File: src/rtl/tcw_pkg.sv
`timescale 1ns / 1ps
// ----------------------------------------------------------------------------
// tcw_pkg
// Shared widths, character codes, command encoding and queue entry type for
// the text console writer.
// ----------------------------------------------------------------------------
package tcw_pkg;

    localparam int DEF_COLUMNS = 80;
    localparam int DEF_ROWS    = 25;

    localparam int CELL_W      = 11;
    localparam int BYTE_W      = 8;
    localparam int CELL_DATA_W = 16;
    localparam int QUEUE_DEPTH = 2;

    localparam logic [CELL_DATA_W-1:0] BLANK_CELL = 16'h0720;

    localparam logic [BYTE_W-1:0] CH_ESC   = 8'hFF;
    localparam logic [BYTE_W-1:0] CH_CR    = 8'h0D;
    localparam logic [BYTE_W-1:0] CH_LF    = 8'h0A;
    localparam logic [BYTE_W-1:0] CH_BS    = 8'h08;
    localparam logic [BYTE_W-1:0] CH_RIGHT = 8'h01;
    localparam logic [BYTE_W-1:0] CH_UP    = 8'h02;
    localparam logic [BYTE_W-1:0] CH_NUL   = 8'h00;
    localparam logic [BYTE_W-1:0] ATTR_OFF = 8'hFF;

    typedef enum logic [2:0] {
        OP_READ,
        OP_CHAR,
        OP_ESC,
        OP_CR,
        OP_LF,
        OP_BS,
        OP_RIGHT,
        OP_UP
    } op_t;

    typedef struct packed {
        op_t               op;
        logic [BYTE_W-1:0] text_byte;
        logic              end_of_string;
        logic [CELL_W-1:0] cell_index;
        logic              in_range;
    } cmd_t;

endpackage

File: src/rtl/tcw_front.sv
`timescale 1ns / 1ps
// ----------------------------------------------------------------------------
// tcw_front
// Input side: accepts transactions, decodes each byte into a command and
// holds commands in a short queue for the engine.
// ----------------------------------------------------------------------------
module tcw_front #(
    parameter int COLUMNS = tcw_pkg::DEF_COLUMNS,
    parameter int ROWS    = tcw_pkg::DEF_ROWS
) (
    input  logic                        clk,
    input  logic                        rst_n,
    input  logic                        in_valid,
    output logic                        in_stall,
    input  logic                        action,
    input  logic [tcw_pkg::BYTE_W-1:0]  text_byte,
    input  logic                        end_of_string,
    input  logic [tcw_pkg::CELL_W-1:0]  cell_index,
    input  logic                        clearing,
    output logic                        q_valid,
    output tcw_pkg::cmd_t               q_cmd,
    input  logic                        q_pop
);

    localparam int N    = COLUMNS * ROWS;
    localparam int PTRW = (tcw_pkg::QUEUE_DEPTH > 1) ? $clog2(tcw_pkg::QUEUE_DEPTH) : 1;
    localparam int CNTW = $clog2(tcw_pkg::QUEUE_DEPTH + 1);
    localparam logic [PTRW-1:0] PTR_LAST = PTRW'(tcw_pkg::QUEUE_DEPTH - 1);
    localparam logic [CNTW-1:0] CNT_FULL = CNTW'(tcw_pkg::QUEUE_DEPTH);

    tcw_pkg::cmd_t   entry_reg [tcw_pkg::QUEUE_DEPTH];
    logic [PTRW-1:0] wr_ptr_reg, wr_ptr_next;
    logic [PTRW-1:0] rd_ptr_reg, rd_ptr_next;
    logic [CNTW-1:0] count_reg,  count_next;
    tcw_pkg::cmd_t   cmd_in;
    logic            push;

    always_comb
    begin
        cmd_in.text_byte     = text_byte;
        cmd_in.end_of_string = end_of_string;
        cmd_in.cell_index    = cell_index;
        cmd_in.in_range      = (32'(cell_index) < 32'(N));
        if (action)
        begin
            cmd_in.op = tcw_pkg::OP_READ;
        end
        else
        begin
            case (text_byte)
                tcw_pkg::CH_ESC:   cmd_in.op = tcw_pkg::OP_ESC;
                tcw_pkg::CH_CR:    cmd_in.op = tcw_pkg::OP_CR;
                tcw_pkg::CH_LF:    cmd_in.op = tcw_pkg::OP_LF;
                tcw_pkg::CH_BS:    cmd_in.op = tcw_pkg::OP_BS;
                tcw_pkg::CH_RIGHT: cmd_in.op = tcw_pkg::OP_RIGHT;
                tcw_pkg::CH_UP:    cmd_in.op = tcw_pkg::OP_UP;
                default:           cmd_in.op = tcw_pkg::OP_CHAR;
            endcase
        end
    end

    assign in_stall = (count_reg == CNT_FULL) || clearing;
    assign push     = in_valid && !in_stall;
    assign q_valid  = (count_reg != '0);
    assign q_cmd    = entry_reg[rd_ptr_reg];

    always_comb
    begin
        wr_ptr_next = wr_ptr_reg;
        rd_ptr_next = rd_ptr_reg;
        count_next  = count_reg;
        if (push)
        begin
            wr_ptr_next = (wr_ptr_reg == PTR_LAST) ? '0 : wr_ptr_reg + 1'b1;
        end
        if (q_pop)
        begin
            rd_ptr_next = (rd_ptr_reg == PTR_LAST) ? '0 : rd_ptr_reg + 1'b1;
        end
        if (push && !q_pop)
        begin
            count_next = count_reg + 1'b1;
        end
        else if (!push && q_pop)
        begin
            count_next = count_reg - 1'b1;
        end
    end

    always_ff @(posedge clk or negedge rst_n)
    begin
        if (!rst_n)
        begin
            wr_ptr_reg <= '0;
            rd_ptr_reg <= '0;
            count_reg  <= '0;
        end
        else
        begin
            wr_ptr_reg <= wr_ptr_next;
            rd_ptr_reg <= rd_ptr_next;
            count_reg  <= count_next;
        end
    end

    always_ff @(posedge clk)
    begin
        if (push)
        begin
            entry_reg[wr_ptr_reg] <= cmd_in;
        end
    end

endmodule

File: config.mk
export PLATFORM = sky130hd
export DESIGN_NAME = tcw_front
export DESIGN_NICKNAME = d
export VERILOG_FILES = /design/src/rtl/tcw_pkg.sv /design/src/rtl/tcw_front.sv
export SDC_FILE = /design/constraint.sdc
export NUM_CORES = 1
export LEC_CHECK = 0
export BUFFER_PORTS_ARGS = -buffer_cell sky130_fd_sc_hd__buf_2
export CAP_MARGIN = 20
export CORE_ASPECT_RATIO = 1.1
export CORE_MARGIN = 5
export CORE_UTILIZATION = 40
export DETAILED_ROUTE_END_ITERATION = 12
export PLACE_DENSITY_LB_ADDON = 0.08
export SETUP_SLACK_MARGIN = 0.1
export SYNTH_ARGS = -nofsm -noshare
export SYNTH_HDL_FRONTEND = slang
export SYNTH_SLANG_ARGS = --single-unit
File: constraint.sdc
create_clock -name clk -period 3.1 [get_ports clk]
set_input_delay 0.465 -clock clk [delete_from_list [all_inputs] [get_ports clk]]
set_output_delay 0.465 -clock clk [all_outputs]
set_load 0.02 [all_outputs]
; ---- After elaboration in Yosys (flattened, before gate mapping)
; Memories as Yosys holds them, arrays and structs flattened.
; Index checks and enable logic that the tools add are counted.
[word_totals]
elab_cells = 33
mem_bits_ro = 0
ramBits = 48
register_bits = 4
memories = 1
output_inout_bits = 26
latchBits = 0
[memory_table]
columns = memory, words, width, rd, rd_clocked_by_memory_dff, wr, line
row1 = entry_reg, 2, 24, 1, 0, 1, tcw_front.sv:31  ; tcw_pkg::cmd_t entry_reg [tcw_pkg::QUEUE_DEPTH];
[classes]
n_mux = 8
n_bitwise = 0
n_addsub = 4
n_lt_le_gt_ge = 1
n_mul = 0
div = 0
shift = 0
eq_ne = 7
n_reduce_logical = 9
[ops]
columns = operator, n
row1 = "== test 8 x 4 -> 1 bit, second input constant", 3
row2 = one-hot mux 3 bit (6 select lines), 1
row3 = "less-than comparator 11 bit, second input constant", 1
row4 = "== test 8 x 1 -> 1 bit, second input constant", 1
row5 = "== test 8 x 2 -> 1 bit, second input constant", 1
row6 = "== test 8 bit, second input constant", 1
row7 = 2-to-1 mux 1 bit, 4
row8 = 2-to-1 mux 2 bit, 2
row9 = nonzero test 2 bit, 2
row10 = logical AND 1 bit, 3
row11 = logical NOT 1 bit, 3
row12 = 2-to-1 mux 3 bit, 1
row13 = "adder 1 bit, second input constant", 2
row14 = "adder 2 x 1 -> 2 bit, second input constant", 1
row15 = "== test 2 bit, second input constant", 1
row16 = "subtractor 2 x 1 -> 2 bit, second input constant", 1
row17 = logical OR 1 bit, 1

; ---- Depth between registers and ports, before layout
[depth]
word_depth = 8
depth_mapped = 7
depth_no_buf = 7

; ---- Worst setup path after synthesis
; No wires, ideal clock.
[synth_path]
path_type = input to register
start = input clearing
end = memory entry_reg[0][0] (netlist bit) (enable)
arrival_ns = 1.685
t_required_ns = 2.695
cell_stages = 3
setup_ns = 0.405
n_path_buf = 0
path_slack_ns = 1.010
path_cell_list = inv_1 > o211ai_1 > nor2_1
[synth_via]
elab_chain_cells = 5
[synth_rtl]
columns = element, line
row1 = start: declaration, tcw_front.sv:19  ; input logic clearing,
row2 = logical OR 1 bit, tcw_front.sv:62  ; assign in_stall = (count_reg == CNT_FULL) || clearing;
row3 = logical NOT 1 bit, tcw_front.sv:63  ; assign push = in_valid && !in_stall;
row4 = logical AND 1 bit, tcw_front.sv:63
row5 = 2-to-1 mux 1 bit, tcw_front.sv:108  ; if (push)
row6 = 2-to-1 mux 1 bit (not written as such), tcw_front.sv:110  ; entry_reg[wr_ptr_reg] <= cmd_in;
row7 = end: declaration, tcw_front.sv:31
; No other way between the ends.

==> metrics.txt <==
# TYPE chip_impl_metric gauge
chip_impl_metric{name="std_cell_rows",unit=""} 27
chip_impl_metric{name="ys_types",unit=""} 28
chip_impl_metric{name="worst-r2r-cell-count",unit=""} 7
chip_impl_metric{name="synth-warning-count",unit=""} 0
chip_impl_metric{name="num_io_pins",unit=""} 52
chip_impl_metric{name="antenna-diode-count",unit=""} 0
chip_impl_metric{name="cts-buffers-inserted",unit=""} 5
chip_impl_metric{name="globalplace.congestion",unit=""} 0.812
chip_impl_metric{name="ys_ff_latch",unit=""} 52
chip_impl_metric{name="drt_drc_violations_left",unit=""} 0
chip_impl_metric{name="die_area",unit="sq um"} 6750
chip_impl_info{name="path_cells",value="buf_4, mux2_2, buf_2"} 1
chip_impl_metric{name="worst-endpoint-required",unit="ns"} 2.63
chip_impl_metric{name="place_area",unit="sq um"} 2420
chip_impl_metric{name="hpwl",unit="um"} 2630
chip_impl_metric{name="cp_max_fo",unit=""} 13
chip_impl_metric{name="route.detailed.wl_per_inst",unit="um"} 16.0
chip_impl_metric{name="design.core.area",unit="sq um"} 5030
chip_impl_metric{name="final.period_utilization",unit="%"} 73.9
chip_impl_metric{name="die_h",unit="um"} 85.6
chip_impl_metric{name="drt_first_iter_violations",unit=""} 27
chip_impl_metric{name="synthesis.area",unit="sq um"} 2080
chip_impl_metric{name="timing.final.hold_violations",unit=""} 0
chip_impl_metric{name="nNetsFinal",unit=""} 202
chip_impl_info{name="startpoint_type",value="flip-flop"} 1
chip_impl_metric{name="clock_sinks",unit=""} 52
chip_impl_metric{name="global_route.overflow_total",unit=""} 0
chip_impl_info{name="status",value="completed"} 1
chip_impl_metric{name="initial_core_util",unit="%"} 41.3
chip_impl_metric{name="num_vias",unit=""} 1176
chip_impl_metric{name="clock-skew-final",unit="ns"} 0.00667
chip_impl_metric{name="synthesis.area_per_instance",unit="sq um"} 17.9
chip_impl_metric{name="setup_total_negative_slack",unit="ns"} 0
chip_impl_metric{name="antenna_violations_before_repair",unit=""} 0
chip_impl_metric{name="postRouteWirelength",unit="um"} 3750
chip_impl_metric{name="grt.total_usage",unit="%"} 12.0
chip_impl_metric{name="ctsHtreeMaxLevel",unit=""} 2
chip_impl_metric{name="drive_above_1_share",unit="%"} 50.6
chip_impl_info{name="layout.cells.most_common_list",value="buf_2 (51), edfxtp_1 (48), mux2_2 (24)"} 1
chip_impl_metric{name="vias_in_the_first_global_route",unit=""} 1285
chip_impl_metric{name="area.growth.synth_to_final",unit="%"} 21.1
chip_impl_metric{name="floorplan.die.width",unit="um"} 78.8
chip_impl_metric{name="postCtsResizedCells",unit=""} 0
chip_impl_metric{name="pwr_density_cell",unit="nW/um^2"} 779
chip_impl_metric{name="min_period",unit="ns"} 2.29
chip_impl_metric{name="mappedNetlistNets",unit=""} 143
chip_impl_metric{name="yosysSeqAreaShare",unit="%"} 74.1
chip_impl_metric{name="finalMaxSlewViolations",unit=""} 0
chip_impl_info{name="critical_path.slowest_cell",value="dfrtp_1"} 1
chip_impl_metric{name="fin_area",unit="sq um"} 2520
chip_impl_info{name="timing.hold.worst.class",value="in2reg"} 1
chip_impl_metric{name="max_stage_delay",unit="ns"} 0.69
chip_impl_metric{name="setup_viol",unit=""} 0
chip_impl_info{name="timing.setup.critical_path_class",value="reg2out"} 1
chip_impl_info{name="tritoncts",value="built"} 1
chip_impl_info{name="synth_top_cells_by_area",value="edfxtp_1 (69%), mux2_2 (13%), dfrtp_1 (4.8%)"} 1
chip_impl_metric{name="worst-slew-pin-transition",unit="ns"} 0.538
chip_impl_metric{name="synthDominantCellAreaShare",unit="%"} 69.3
chip_impl_metric{name="cts_max_path_buffers",unit=""} 2
chip_impl_metric{name="fmaxAchievable",unit="GHz"} 0.437
chip_impl_metric{name="post_detailed_route_count_of_antenna_violating_nets",unit=""} 0
chip_impl_metric{name="global_route_wire_length_before_repair",unit="um"} 6120
chip_impl_metric{name="max_cap_violations",unit=""} 0
chip_impl_metric{name="count_of_buffering_cells_on_the_critical_path_with_inverters_included",unit=""} 2
chip_impl_metric{name="cts.clk_slew.worst_paths",unit="ns"} 0.08
chip_impl_info{name="root_buffer",value="clkbuf_8"} 1
chip_impl_metric{name="detail_route.vias_per_cell",unit=""} 5.03
chip_impl_info{name="endpoint_kind",value="primary output"} 1
chip_impl_metric{name="final_core_util",unit="%"} 50.1
chip_impl_metric{name="postSynthCellCount",unit=""} 116
chip_impl_metric{name="critical_path_depth",unit=""} 3
chip_impl_info{name="rsz0062_at_grt",value="false"} 1
chip_impl_metric{name="cts_post_setup_buffers_inserted",unit=""} 0
chip_impl_metric{name="port-buffer-count",unit=""} 51
chip_impl_info{name="final_common_cell",value="buf_2"} 1
chip_impl_metric{name="first_pass_iters",unit=""} 3
chip_impl_metric{name="power_leakage",unit="nW"} 0.960
chip_impl_info{name="critical_path.top_delay_family",value="flip-flops"} 1
chip_impl_info{name="synth_top_cell_by_area",value="edfxtp_1"} 1
chip_impl_metric{name="clk-insertion-delay-late",unit="ns"} 0.29
chip_impl_metric{name="min_delay_path_depth",unit=""} 1
chip_impl_metric{name="worst_slew_margin_rel",unit="%"} 64.1
chip_impl_metric{name="max-vdd-ir-drop",unit="V"} 0.000305
chip_impl_metric{name="flip_flop_count_of_the_largest_register_after_layout",unit=""} 48
chip_impl_metric{name="maximum_number_of_pins_on_one_net_before_global_route_repair",unit=""} 25
chip_impl_metric{name="critical_path_arrival",unit="ns"} 1.83
-- path summary, 6_finish.rpt --
check	startpoint	endpoint	slack, ns
max	rd_ptr_reg	q_cmd[12]	0.81
min	cell_index[2]	entry_reg[0][3]	0.36
max reg2reg	count_reg[1]	count_reg[1]	1.57
min reg2reg	wr_ptr_reg	wr_ptr_reg	0.51
max in group asynchronous	rst_n	rd_ptr_reg	2.47
min in group asynchronous	rst_n	count_reg[1]	0.50
-- report_power, final --
group	switching, W	internal (W)
sequential	0.0000662	0.000881
combinational	0.000363	0.000275
clock	0.000196	0.000182
total	0.000625	0.00134
-- cell type report --
cell class              instances  area, sq um
multi-input cells              55          505
flip-flops and latches         52         1540
inverters                       6         22.5
fillers                       436         2510
clock buffers                   8         90.1
well taps                      58         72.6
repair buffers                 55          288
-- cell families after synthesis --
kind of cell	Yosys count	share of synthesized area, %
adders and majority gates	1	0.601
AOI/OAI and AO/OA	8	3.19
and+or+nand+nor	16	4.87
DFF	52	74.1
buffers and inverters	9	1.74
muxes	24	13.0
xor gates and xnor gates	6	2.53
-- stage by stage --
stage	instances	hold slack [ns]	setup WS [ns]	total power [W]
floorplan	116	0.169	1.01	0.00140
global placement	225	0.284	1.14	0.00160
detailed placement	225	0.286	1.11	0.00162
CTS	234	0.341	0.769	0.00200
global route	234	0.336	0.682	0.00207
finish	234	0.355	0.810	0.00196
-- per-layer routing --
metal | vias up | part of all wire, % | GRT usage [%]
met1 | 578 | 42 | 13.3
met2 | 31 | 51 | 21.1
met3 | 6 | 5.9 | 4.52
li1 | 561 | - | -
met5 | - | 0 | 0
met4 | 0 | 1.5 | 4.29
-- cell usage after synthesis --
cell / count
nor4_1: 1
a2111oi_2: 1
ha_1: 1
a21oi_1: 1
or4_4: 1
and3_1: 2
mux2_2: 24
xor2_1: 3
dfrtp_1: 4
o2111ai_1: 1
a221oi_1: 1
clkbuf_1: 1
o211ai_1: 1
edfxtp_1: 48
nand3_1: 1
nand2_1: 3
o21bai_1: 1
or3b_2: 1
buf_2: 2
nor4b_2: 1
a211o_1: 1
xnor2_1: 3
inv_1: 6
nor3_1: 1
nor2_1: 3
or3b_1: 1
o21ai_0: 1
nor2b_1: 1
-- repair_timing --
| action | 4_1_cts | 5_1_grt |
|---|---|---|
| endpoints found under the hold margin | 4 | 0 |
| setup endpoints to repair | 0 | 0 |
| hold buffers | 1 | 0 |
(Power assumes the default switching activity.)
